`src/design/imhq_pkg.sv`:
```
// Shared constants, codes and controller/datapath interface types for the heap queue.
package imhq_pkg;

	localparam int CAPACITY = 1024;
	localparam int PW       = $clog2(CAPACITY);
	localparam int CW       = PW + 1;
	localparam int HW       = 10;
	localparam int HANDLES  = 1 << HW;
	localparam int KW       = 32;

	typedef enum logic [1:0] {
		K_INSERT  = 2'd0,
		K_EXTRACT = 2'd1,
		K_DELETE  = 2'd2
	} kind_t;

	typedef enum logic [1:0] {
		ST_OK     = 2'd0,
		ST_EMPTY  = 2'd1,
		ST_FULL   = 2'd2,
		ST_ABSENT = 2'd3
	} status_t;

	typedef enum logic [4:0] {
		OP_NONE,
		OP_CLEAR,
		OP_ACCEPT,
		OP_INS_START,
		OP_ERR,
		OP_RD_ROOT,
		OP_RD_DEL,
		OP_TAKE_RES,
		OP_RD_PARENT,
		OP_UP_MOVE,
		OP_REMOVE,
		OP_LOAD_LAST,
		OP_RD_LEFT,
		OP_LEFT_CMP,
		OP_RIGHT_CMP,
		OP_DN_MOVE,
		OP_FINAL,
		OP_EMIT
	} dp_op_t;

	typedef enum logic [3:0] {
		S_CLEAR,
		S_IDLE,
		S_CHECK,
		S_UP,
		S_UPCMP,
		S_TAKE,
		S_DTAKE,
		S_DUP,
		S_DMOVE,
		S_REMOVE,
		S_LAST,
		S_DN,
		S_LCMP,
		S_RCMP,
		S_DEC,
		S_EMIT
	} state_t;

	typedef struct packed {
		dp_op_t  op;
		status_t code;
	} cmd_t;

	typedef struct packed {
		logic [1:0] kind;
		logic present;
		logic pos_ok;
		logic cnt_zero;
		logic cnt_one;
		logic full;
		logic pos_zero;
		logic up_less;
		logic left_in;
		logic right_in;
		logic best_child;
		logic clr_last;
		logic out_free;
	} stat_t;

endpackage

```
`src/design/imhq_ctrl.sv`:
```
// Controller state machine that sequences every heap operation.
module imhq_ctrl (
	input  logic          clk,
	input  logic          arst_n,
	input  logic          in_valid,
	output logic          in_stall,
	input  imhq_pkg::stat_t stat,
	output imhq_pkg::cmd_t  cmd
);
	import imhq_pkg::*;

	state_t state_q, state_d;

	always_ff @(posedge clk or negedge arst_n) begin
		if (!arst_n) begin
			state_q <= S_CLEAR;
		end else begin
			state_q <= state_d;
		end
	end

	assign in_stall = (state_q != S_IDLE);

	always_comb begin
		state_d  = state_q;
		cmd.op   = OP_NONE;
		cmd.code = ST_OK;
		case (state_q)
			S_CLEAR: begin
				cmd.op = OP_CLEAR;
				if (stat.clr_last) state_d = S_IDLE;
			end
			S_IDLE: begin
				if (in_valid) begin
					cmd.op  = OP_ACCEPT;
					state_d = S_CHECK;
				end
			end
			S_CHECK: begin
				state_d = S_EMIT;
				case (stat.kind)
					K_INSERT: begin
						if (stat.present) begin
							cmd.op = OP_ERR; cmd.code = ST_ABSENT;
						end else if (stat.full) begin
							cmd.op = OP_ERR; cmd.code = ST_FULL;
						end else begin
							cmd.op  = OP_INS_START;
							state_d = S_UP;
						end
					end
					K_EXTRACT: begin
						if (stat.cnt_zero) begin
							cmd.op = OP_ERR; cmd.code = ST_EMPTY;
						end else begin
							cmd.op  = OP_RD_ROOT;
							state_d = S_TAKE;
						end
					end
					K_DELETE: begin
						if (stat.cnt_zero) begin
							cmd.op = OP_ERR; cmd.code = ST_EMPTY;
						end else if (!stat.present || !stat.pos_ok) begin
							cmd.op = OP_ERR; cmd.code = ST_ABSENT;
						end else begin
							cmd.op  = OP_RD_DEL;
							state_d = S_DTAKE;
						end
					end
					default: begin
						cmd.op = OP_NONE;
					end
				endcase
			end
			S_UP: begin
				if (stat.pos_zero) begin
					cmd.op  = OP_FINAL;
					state_d = S_EMIT;
				end else begin
					cmd.op  = OP_RD_PARENT;
					state_d = S_UPCMP;
				end
			end
			S_UPCMP: begin
				if (stat.up_less) begin
					cmd.op  = OP_UP_MOVE;
					state_d = S_UP;
				end else begin
					cmd.op  = OP_FINAL;
					state_d = S_EMIT;
				end
			end
			S_TAKE: begin
				cmd.op  = OP_TAKE_RES;
				state_d = S_REMOVE;
			end
			S_DTAKE: begin
				cmd.op  = OP_TAKE_RES;
				state_d = S_DUP;
			end
			S_DUP: begin
				// A deleted entry climbs to the root unconditionally; ancestors shift down.
				if (stat.pos_zero) begin
					cmd.op  = OP_REMOVE;
					state_d = stat.cnt_one ? S_EMIT : S_LAST;
				end else begin
					cmd.op  = OP_RD_PARENT;
					state_d = S_DMOVE;
				end
			end
			S_DMOVE: begin
				cmd.op  = OP_UP_MOVE;
				state_d = S_DUP;
			end
			S_REMOVE: begin
				cmd.op  = OP_REMOVE;
				state_d = stat.cnt_one ? S_EMIT : S_LAST;
			end
			S_LAST: begin
				cmd.op  = OP_LOAD_LAST;
				state_d = S_DN;
			end
			S_DN: begin
				if (stat.left_in) begin
					cmd.op  = OP_RD_LEFT;
					state_d = S_LCMP;
				end else begin
					cmd.op  = OP_FINAL;
					state_d = S_EMIT;
				end
			end
			S_LCMP: begin
				cmd.op  = OP_LEFT_CMP;
				state_d = stat.right_in ? S_RCMP : S_DEC;
			end
			S_RCMP: begin
				cmd.op  = OP_RIGHT_CMP;
				state_d = S_DEC;
			end
			S_DEC: begin
				if (stat.best_child) begin
					cmd.op  = OP_DN_MOVE;
					state_d = S_DN;
				end else begin
					cmd.op  = OP_FINAL;
					state_d = S_EMIT;
				end
			end
			S_EMIT: begin
				if (stat.out_free) begin
					cmd.op  = OP_EMIT;
					state_d = S_IDLE;
				end
			end
			default: begin
				state_d = S_IDLE;
			end
		endcase
	end

endmodule

```
`config.mk`:
```
export PLATFORM = sky130hd
export DESIGN_NAME = imhq_ctrl
export DESIGN_NICKNAME = d
export VERILOG_FILES = /design/src/design/imhq_pkg.sv /design/src/design/imhq_ctrl.sv
export SDC_FILE = /design/constraint.sdc
export NUM_CORES = 1
export LEC_CHECK = 0
export BUFFER_PORTS_ARGS = -buffer_cell sky130_fd_sc_hd__buf_2
export CORE_ASPECT_RATIO = 0.9
export CORE_MARGIN = 5
export CORE_UTILIZATION = 45
export DETAILED_ROUTE_END_ITERATION = 8
export MAX_ROUTING_LAYER = met4
export PLACE_DENSITY = 0.78
export SYNTH_ARGS = -nofsm -noshare
export SYNTH_HDL_FRONTEND = slang
export SYNTH_SLANG_ARGS = --single-unit
```
`constraint.sdc`:
```
create_clock -name clk -period 2.4 [get_ports clk]
set_input_delay 0.48 -clock clk [delete_from_list [all_inputs] [get_ports clk]]
set_output_delay 0.48 -clock clk [all_outputs]
set_load 0.1 [all_outputs]
```
==> After elaboration in Yosys (flattened, before gate mapping) <==
Cells that the tools add are included.
{ "totals": {"reg_bits": 4, "in_bits": 17, "elab_cells": 66, "output_inout_bits": 8} }
{ "classes": {"eq_ne": 21, "n_mux": 36, "n_reduce_logical": 8} }
{ "op_table": {"columns": ["operator", "count"], "rows": [
  ["$pmux 5 s15", 1],
  ["$pmux 4 s15", 1],
  ["$mux 4", 10],
  ["$eq 4x4->1 const B", 8],
  ["$mux 5", 5],
  ["$eq 4x3->1 const B", 4],
  ["$mux 2", 8],
  ["$pmux 5 s3", 1],
  ["$mux 7", 2],
  ["$mux 3", 4],
  ["$pmux 4 s3", 1],
  ["$eq 4x2->1 const B", 2],
  ["$ne 2x2->1 const B", 3],
  ["$pmux 2 s3", 1],
  ["$eq 4x1->1 const B", 1],
  ["$logic_not 4->1", 1],
  ["$ne 4x1->1 const B", 1],
  ["$reduce_or 2->1", 2],
  ["$reduce_and 3->1", 1],
  ["$eq 2x1->1 const B", 1],
  ["$eq 2x2->1 const B", 1],
  ["$logic_not 1->1", 2],
  ["$logic_not 2->1", 1],
  ["$mux 1", 2],
  ["$logic_or 1x1->1", 1]
]} }

==> Longest topological paths before layout <==
Gate-level depths: netlist (run 1).
{ "logic_depth": {"depth_word": 6, "ltp_mapped": 7} }

==> Worst setup path before layout (run 1) <==
Ideal clock, no wire load.
{ "synth_timing": {"path_kind": "reg2out", "startpoint": "register state_q[0]", "endpoint": "output cmd[5] (netlist name)", "setup_slack_ps": -1196, "arrival_time_ps": 3116, "required_time_ps": 1920, "path_stages_with_launch": 5, "path_cell_list": "dfrtp_1 > clkbuf_1 > nand2_1 > o31a_1 > o21ai_0"} }
{ "synth_rtl": {"columns": ["element", "line", "source"], "rows": [
  ["start, declared", "imhq_ctrl.sv:12", "state_t state_q, state_d;"],
  ["start signal, assigned", "imhq_ctrl.sv:18", "state_q <= state_d;"],
  ["end, declared", "imhq_ctrl.sv:8", "output imhq_pkg::cmd_t cmd"]
]} }

==> flow_metrics.env, run 1 <==
export IMPL_cts_tree="done"
export IMPL_grt_pass1_wl_um=4360
export IMPL_largestRegisters="state_q x4"
export IMPL_antenna_found_initial=0
export IMPL_crit_arrival_ns=1.91
export IMPL_ys_seq_area_frac=0.115
export IMPL_grt_ovfl_total=0
export IMPL_wl_per_cell_um=14.4
export IMPL_crit_type="reg -> out"
export IMPL_syn_mean_instance_area_um2=6.38
export IMPL_crit_path_start_kind="register"
export IMPL_maxCapViolCount=0
export IMPL_yosysWarningCount=0
export IMPL_slew_viol_final=0
export IMPL_dp_cells=181
export IMPL_portBuffers=24
export IMPL_synth_area_um2=867
export IMPL_synth_edf_count=0
export IMPL_synth_fp_nets=157
export IMPL_synth_ff_type="dfrtp_1"
export IMPL_layout_cells_non_filler=185
export IMPL_htree_levels=1
export IMPL_ys_types=39
export IMPL_setup_violations=0
export IMPL_numCtsBuffers=3
export IMPL_critPathMaxFanout=5
export IMPL_hpwl_um=2020
export IMPL_die_w_um=56.3
export IMPL_clock_sinks=4
export IMPL_required_ns=1.92
export IMPL_largest_reg_flops=4
export IMPL_post_route_period_util=0.996
export IMPL_first_pass_iters=4
export IMPL_grt_max_degree=26
export IMPL_fin_crit_ns=2.39
export IMPL_netlist_instances=136
export IMPL_crit_family="simple AND/OR/NAND/NOR gates"
export IMPL_drt_initial_drc_count=45
export IMPL_hold_class="in -> async"
export IMPL_path_cells="or4b_4 -> or2_4 -> nor2b_2 -> a21oi_1 -> nand2_2 -> buf_12"
export IMPL_fmax_ghz=0.418
export IMPL_root_buffer="clkbuf_4"
export IMPL_fin_util=0.650
export IMPL_worst_pin_slew_ns=0.506
export IMPL_synth_area_top_cells="dfrtp_1, o21ai_0, nand2_1"
export IMPL_ant_nets=0
export IMPL_die_h_um=51.6
export IMPL_area_growth_pct=40.7
export IMPL_die_area_mm2=0.00291
export IMPL_finalHoldViolCount=0
export IMPL_setup_tns_ns=0
export IMPL_cts_path_max_buffers=2
export IMPL_initial_core_util=0.462
export IMPL_via_count=1121
export IMPL_skew_ns=0.000470
export IMPL_pin_count=25
export IMPL_drt_total_wl_um=2670
export IMPL_crit_buf_inv=1
export IMPL_rsz0062_at_grt="true"
export IMPL_grt_pass1_vias=964
export IMPL_status="completed"
export IMPL_grt_util_all_layers=0.194
export IMPL_synth_top_area_frac=0.115
export IMPL_clk_pin_slew_ns=0.04
export IMPL_drc=0
export IMPL_vias_per_cell=6.06
export IMPL_diodes=0
export IMPL_gp_routability_congestion=0.889
export IMPL_critPathSlowestCell="or4b_4"
export IMPL_drive_above_1_share=0.300
export IMPL_synth_async_reset_ratio=1.00
export IMPL_cp_end_kind="output pin"
export IMPL_core_mm2=0.00188
export IMPL_relSlewSlack=0.654
export IMPL_synth_top_area_cell="dfrtp_1"
export IMPL_regMostFlops="state_q"
export IMPL_critical_path_max_stage_delay_ns=0.53
export IMPL_ys_ff_latch=4
export IMPL_clk_latency_ns=0.23
export IMPL_rows=15
export IMPL_fin_nets=183
## cell type report
class                           count  area, um^2
Sequential cell                     4         100
Timing Repair Buffer               30         283
Clock buffer                        3        22.5
Inverter                            7        26.3
Multi-Input combinational cell    116         757
Fill cell                         174         657
Tap cell                           25        31.3
## stage by stage
step           setup WS, ns  hold slack (ns)  instance area, um^2
2_1_floorplan        -0.221            0.184                  916
3_3_place_gp          0.243            0.283                 1160
3_5_place_dp          0.170            0.289                 1160
4_1_cts              0.0132           0.0399                 1200
5_1_grt             -0.0700           0.0355                 1220
6_report            0.00882           0.0451                 1220
## cells by family after synthesis
logic type,share of synthesized area
muxes,0.0231
AOI/OAI and AO/OA,0.349
buffers and inverters,0.0880
DFF,0.115
and+or+nand+nor,0.367
adders and majority gates,0.0577
## path summary, 6_finish.rpt
| check | startpoint | to | slack, ns | depth (start not counted) |
|---|---|---|---|---|
| worst max-delay path | state_q[3] | cmd[4] | 0.009 | 6 |
| worst min-delay path | arst_n | state_q[3] | 0.05 | 1 |
| worst max register to register | state_q[3] | state_q[1] | 0.82 | 5 |
| worst min register to register | state_q[2] | state_q[3] | 0.72 | 3 |
| max in group asynchronous | arst_n | state_q[0] | 2.24 | 1 |
| min in group clk | stat[1] | state_q[0] | 0.52 | 2 |
## layout by cell type, fill, tap and decap left out, drive strengths merged, types with 2 or more instances in the layout
cell type | netlist | layout
nand3 | 4 | 4
nor3 | 3 | 3
and4b | 2 | 2
a31oi | 2 | 2
inv | 7 | 7
nand2 | 19 | 19
nand4 | 2 | 2
clkbuf | 6 | 3
ha | 4 | 4
dfrtp | 4 | 4
mux2i | 2 | 2
nor2b | 6 | 6
o211ai | 4 | 4
o21ai | 20 | 20
nand2b | 4 | 4
buf | 3 | 30
a21oi | 13 | 13
nor2 | 12 | 12
## metal layers
layer / vias up / wire [um] / GRT usage
li1: 547 / - / -
met3: 4 / 210 / 0.0447
met2: 54 / 1310 / 0.307
met4: 0 / 54 / 0.0711
met5: - / 0 / -
met1: 516 / 1090 / 0.243
## what timing repair did
action	in CTS	in global routing
hold buffers	0	0
setup buffers	1	0
setup endpoints to repair	2	3
cloned	0	0
resized for setup	3	6
pin swaps	2	1
## cell usage after synthesis (2+ instances only)
| cell | instances |
|---|---|
| nand2_1 | 19 |
| nor2_1 | 12 |
| inv_1 | 6 |
| nand2b_1 | 4 |
| dfrtp_1 | 4 |
| nor3_1 | 3 |
| buf_6 | 2 |
| ha_1 | 4 |
| nand4_1 | 2 |
| a21oi_1 | 13 |
| mux2i_1 | 2 |
| a31oi_1 | 2 |
| nand3_1 | 4 |
| clkbuf_1 | 6 |
| nor2b_1 | 6 |
| and4b_1 | 2 |
| o21ai_0 | 20 |
| o211ai_1 | 4 |
Power of run 1 is not shown: default switching activity piles up to over one toggle a cycle in this logic, so the estimate is an artifact.
==> run 2: changes to the inputs <==
- HOLD_SLACK_MARGIN: not set -> 0.06
==> run 2 against run 1 <==
  * Clock-buffer cell count stayed put
  * Maximum frequency barely moved
  * Sequential share of layout area down 0.067 points
  * Hold slack gained 0.48 ns
  * Highest routed layer unchanged
  * Register-to-register slack is essentially flat
  * Cell area grew 0.82%
  * Final cell count up 0.54%
  * Via count up 0.80%
  * Non-clock buffer count grew 1
  * Sequential cell count stayed put
  * Worst setup slack improved by 0.00060 ns
  * Critical path type unchanged
  * First-iteration DRC count down 8.9%
==> flow_metrics.env, run 2 (synthesis gave the netlist of run 1 again) <==
export IMPL_status="completed"
export IMPL_core_mm2=0.00188
export IMPL_wl_per_cell_um=14.4
export IMPL_final_area_mm2=0.00123
export IMPL_vias_per_cell=6.08
export IMPL_grt_max_degree=26
export IMPL_antenna_found_initial=0
export IMPL_relSlewSlack=0.644
export IMPL_grt_util_all_layers=0.194
export IMPL_ant_nets=0
export IMPL_post_route_period_util=0.996
export IMPL_drt_initial_drc_count=41
export IMPL_rows=15
export IMPL_cts_path_max_buffers=2
export IMPL_die_w_um=56.3
export IMPL_clk_pin_slew_ns=0.04
export IMPL_htree_levels=1
export IMPL_area_growth_pct=41.8
export IMPL_hold_class="in -> reg"
export IMPL_largest_reg_flops=4
export IMPL_fmax_ghz=0.418
export IMPL_grt_pass1_wl_um=4360
export IMPL_initial_core_util=0.462
export IMPL_setup_violations=0
export IMPL_dpl_cell_area_mm2=0.00116
export IMPL_drc=0
export IMPL_numCtsBuffers=3
export IMPL_cts_tree="done"
export IMPL_worst_pin_slew_ns=0.520
export IMPL_fill_cells=173
export IMPL_slew_viol_final=0
export IMPL_cp_end_kind="output pin"
export IMPL_fin_nets=184
export IMPL_pin_count=25
export IMPL_drt_total_wl_um=2680
export IMPL_skew_ns=0.00112
export IMPL_fin_crit_ns=2.39
export IMPL_grt_ovfl_total=0
export IMPL_maxCapViolCount=0
export IMPL_die_h_um=51.6
export IMPL_diodes=0
export IMPL_grt_pass1_vias=967
export IMPL_first_pass_iters=4
export IMPL_die_area_mm2=0.00291
export IMPL_largestRegisters="state_q x4"
export IMPL_required_ns=1.92
export IMPL_final_cell_mix="nand2_1, o21ai_0, buf_2"
export IMPL_portBuffers=24
export IMPL_via_count=1130
export IMPL_hpwl_um=2020
export IMPL_crit_path_start_kind="register"
export IMPL_crit_type="reg -> out"
export IMPL_root_buffer="clkbuf_4"
export IMPL_rsz0062_at_grt="true"
export IMPL_critPathMaxFanout=5
export IMPL_clk_latency_ns=0.23
export IMPL_gp_routability_congestion=0.889
export IMPL_drive_above_1_share=0.298
export IMPL_regMostFlops="state_q"
export IMPL_clock_sinks=4
export IMPL_finalHoldViolCount=0
export IMPL_crit_arrival_ns=1.91
run 2: layout make-up:
cell class,instances,area [um^2],share of cell area
multi-input combinational,116,757,0.615
timing repair buffer,31,293,0.238
sequential,4,100,0.0814
tap,25,31.3,0.0254
inverter,7,26.3,0.0214
clock buffer,3,22.5,0.0183
run 2: final timing paths:
check	from	endpoint	slack, ns	depth (start not counted)
worst max-delay path	state_q[3]	cmd[4]	0.009	6
worst min-delay path	stat[1]	state_q[0]	0.53	2
worst max register to register	state_q[3]	state_q[1]	0.82	5
worst min register to register	state_q[2]	state_q[3]	0.72	3
max in group asynchronous	arst_n	state_q[0]	1.69	2
min in group asynchronous	arst_n	state_q[3]	0.59	2
run 2: per-stage QoR:
| stage | setup slack (ns) | setup TNS (ns) | instances | util | hold WS [ns] |
|---|---|---|---|---|---|
| after floorplan | -0.221 | -0.221 | 136 | - | 0.184 |
| after global placement | 0.243 | 0 | 181 | 0.618 | 0.283 |
| after detailed placement | 0.170 | 0 | 181 | 0.618 | 0.289 |
| after CTS | 0.0132 | 0 | 186 | 0.645 | 0.517 |
| after global routing | -0.0700 | -0.174 | 186 | 0.655 | 0.525 |
| final | 0.00943 | 0 | 186 | 0.655 | 0.526 |
run 2: timing repair:
item,CTS,global route
hold endpoints to repair,4,0
hold buffers,1,0
pin swaps,2,1
endpoints found under the setup margin,2,3
gates resized for setup,3,6
buffers inserted,1,0
run 2: critical path, cell delays in order, from the launching register on:
cell	delay, ns
dfrtp_1	0.40
or4b_4	0.53
or2_4	0.29
nor2b_2	0.13
a21oi_1	0.06
nand2_2	0.10
buf_12	0.17
run 2: routing by layer:
layer / vias up / wire [um] / track usage
met1: 522 / 1110 / 0.243
met3: 4 / 192 / 0.0447
li1: 548 / - / -
met4: 0 / 53 / 0.0711
met5: - / 0 / -
met2: 56 / 1330 / 0.307
Power of run 2 is left out for the same reason.
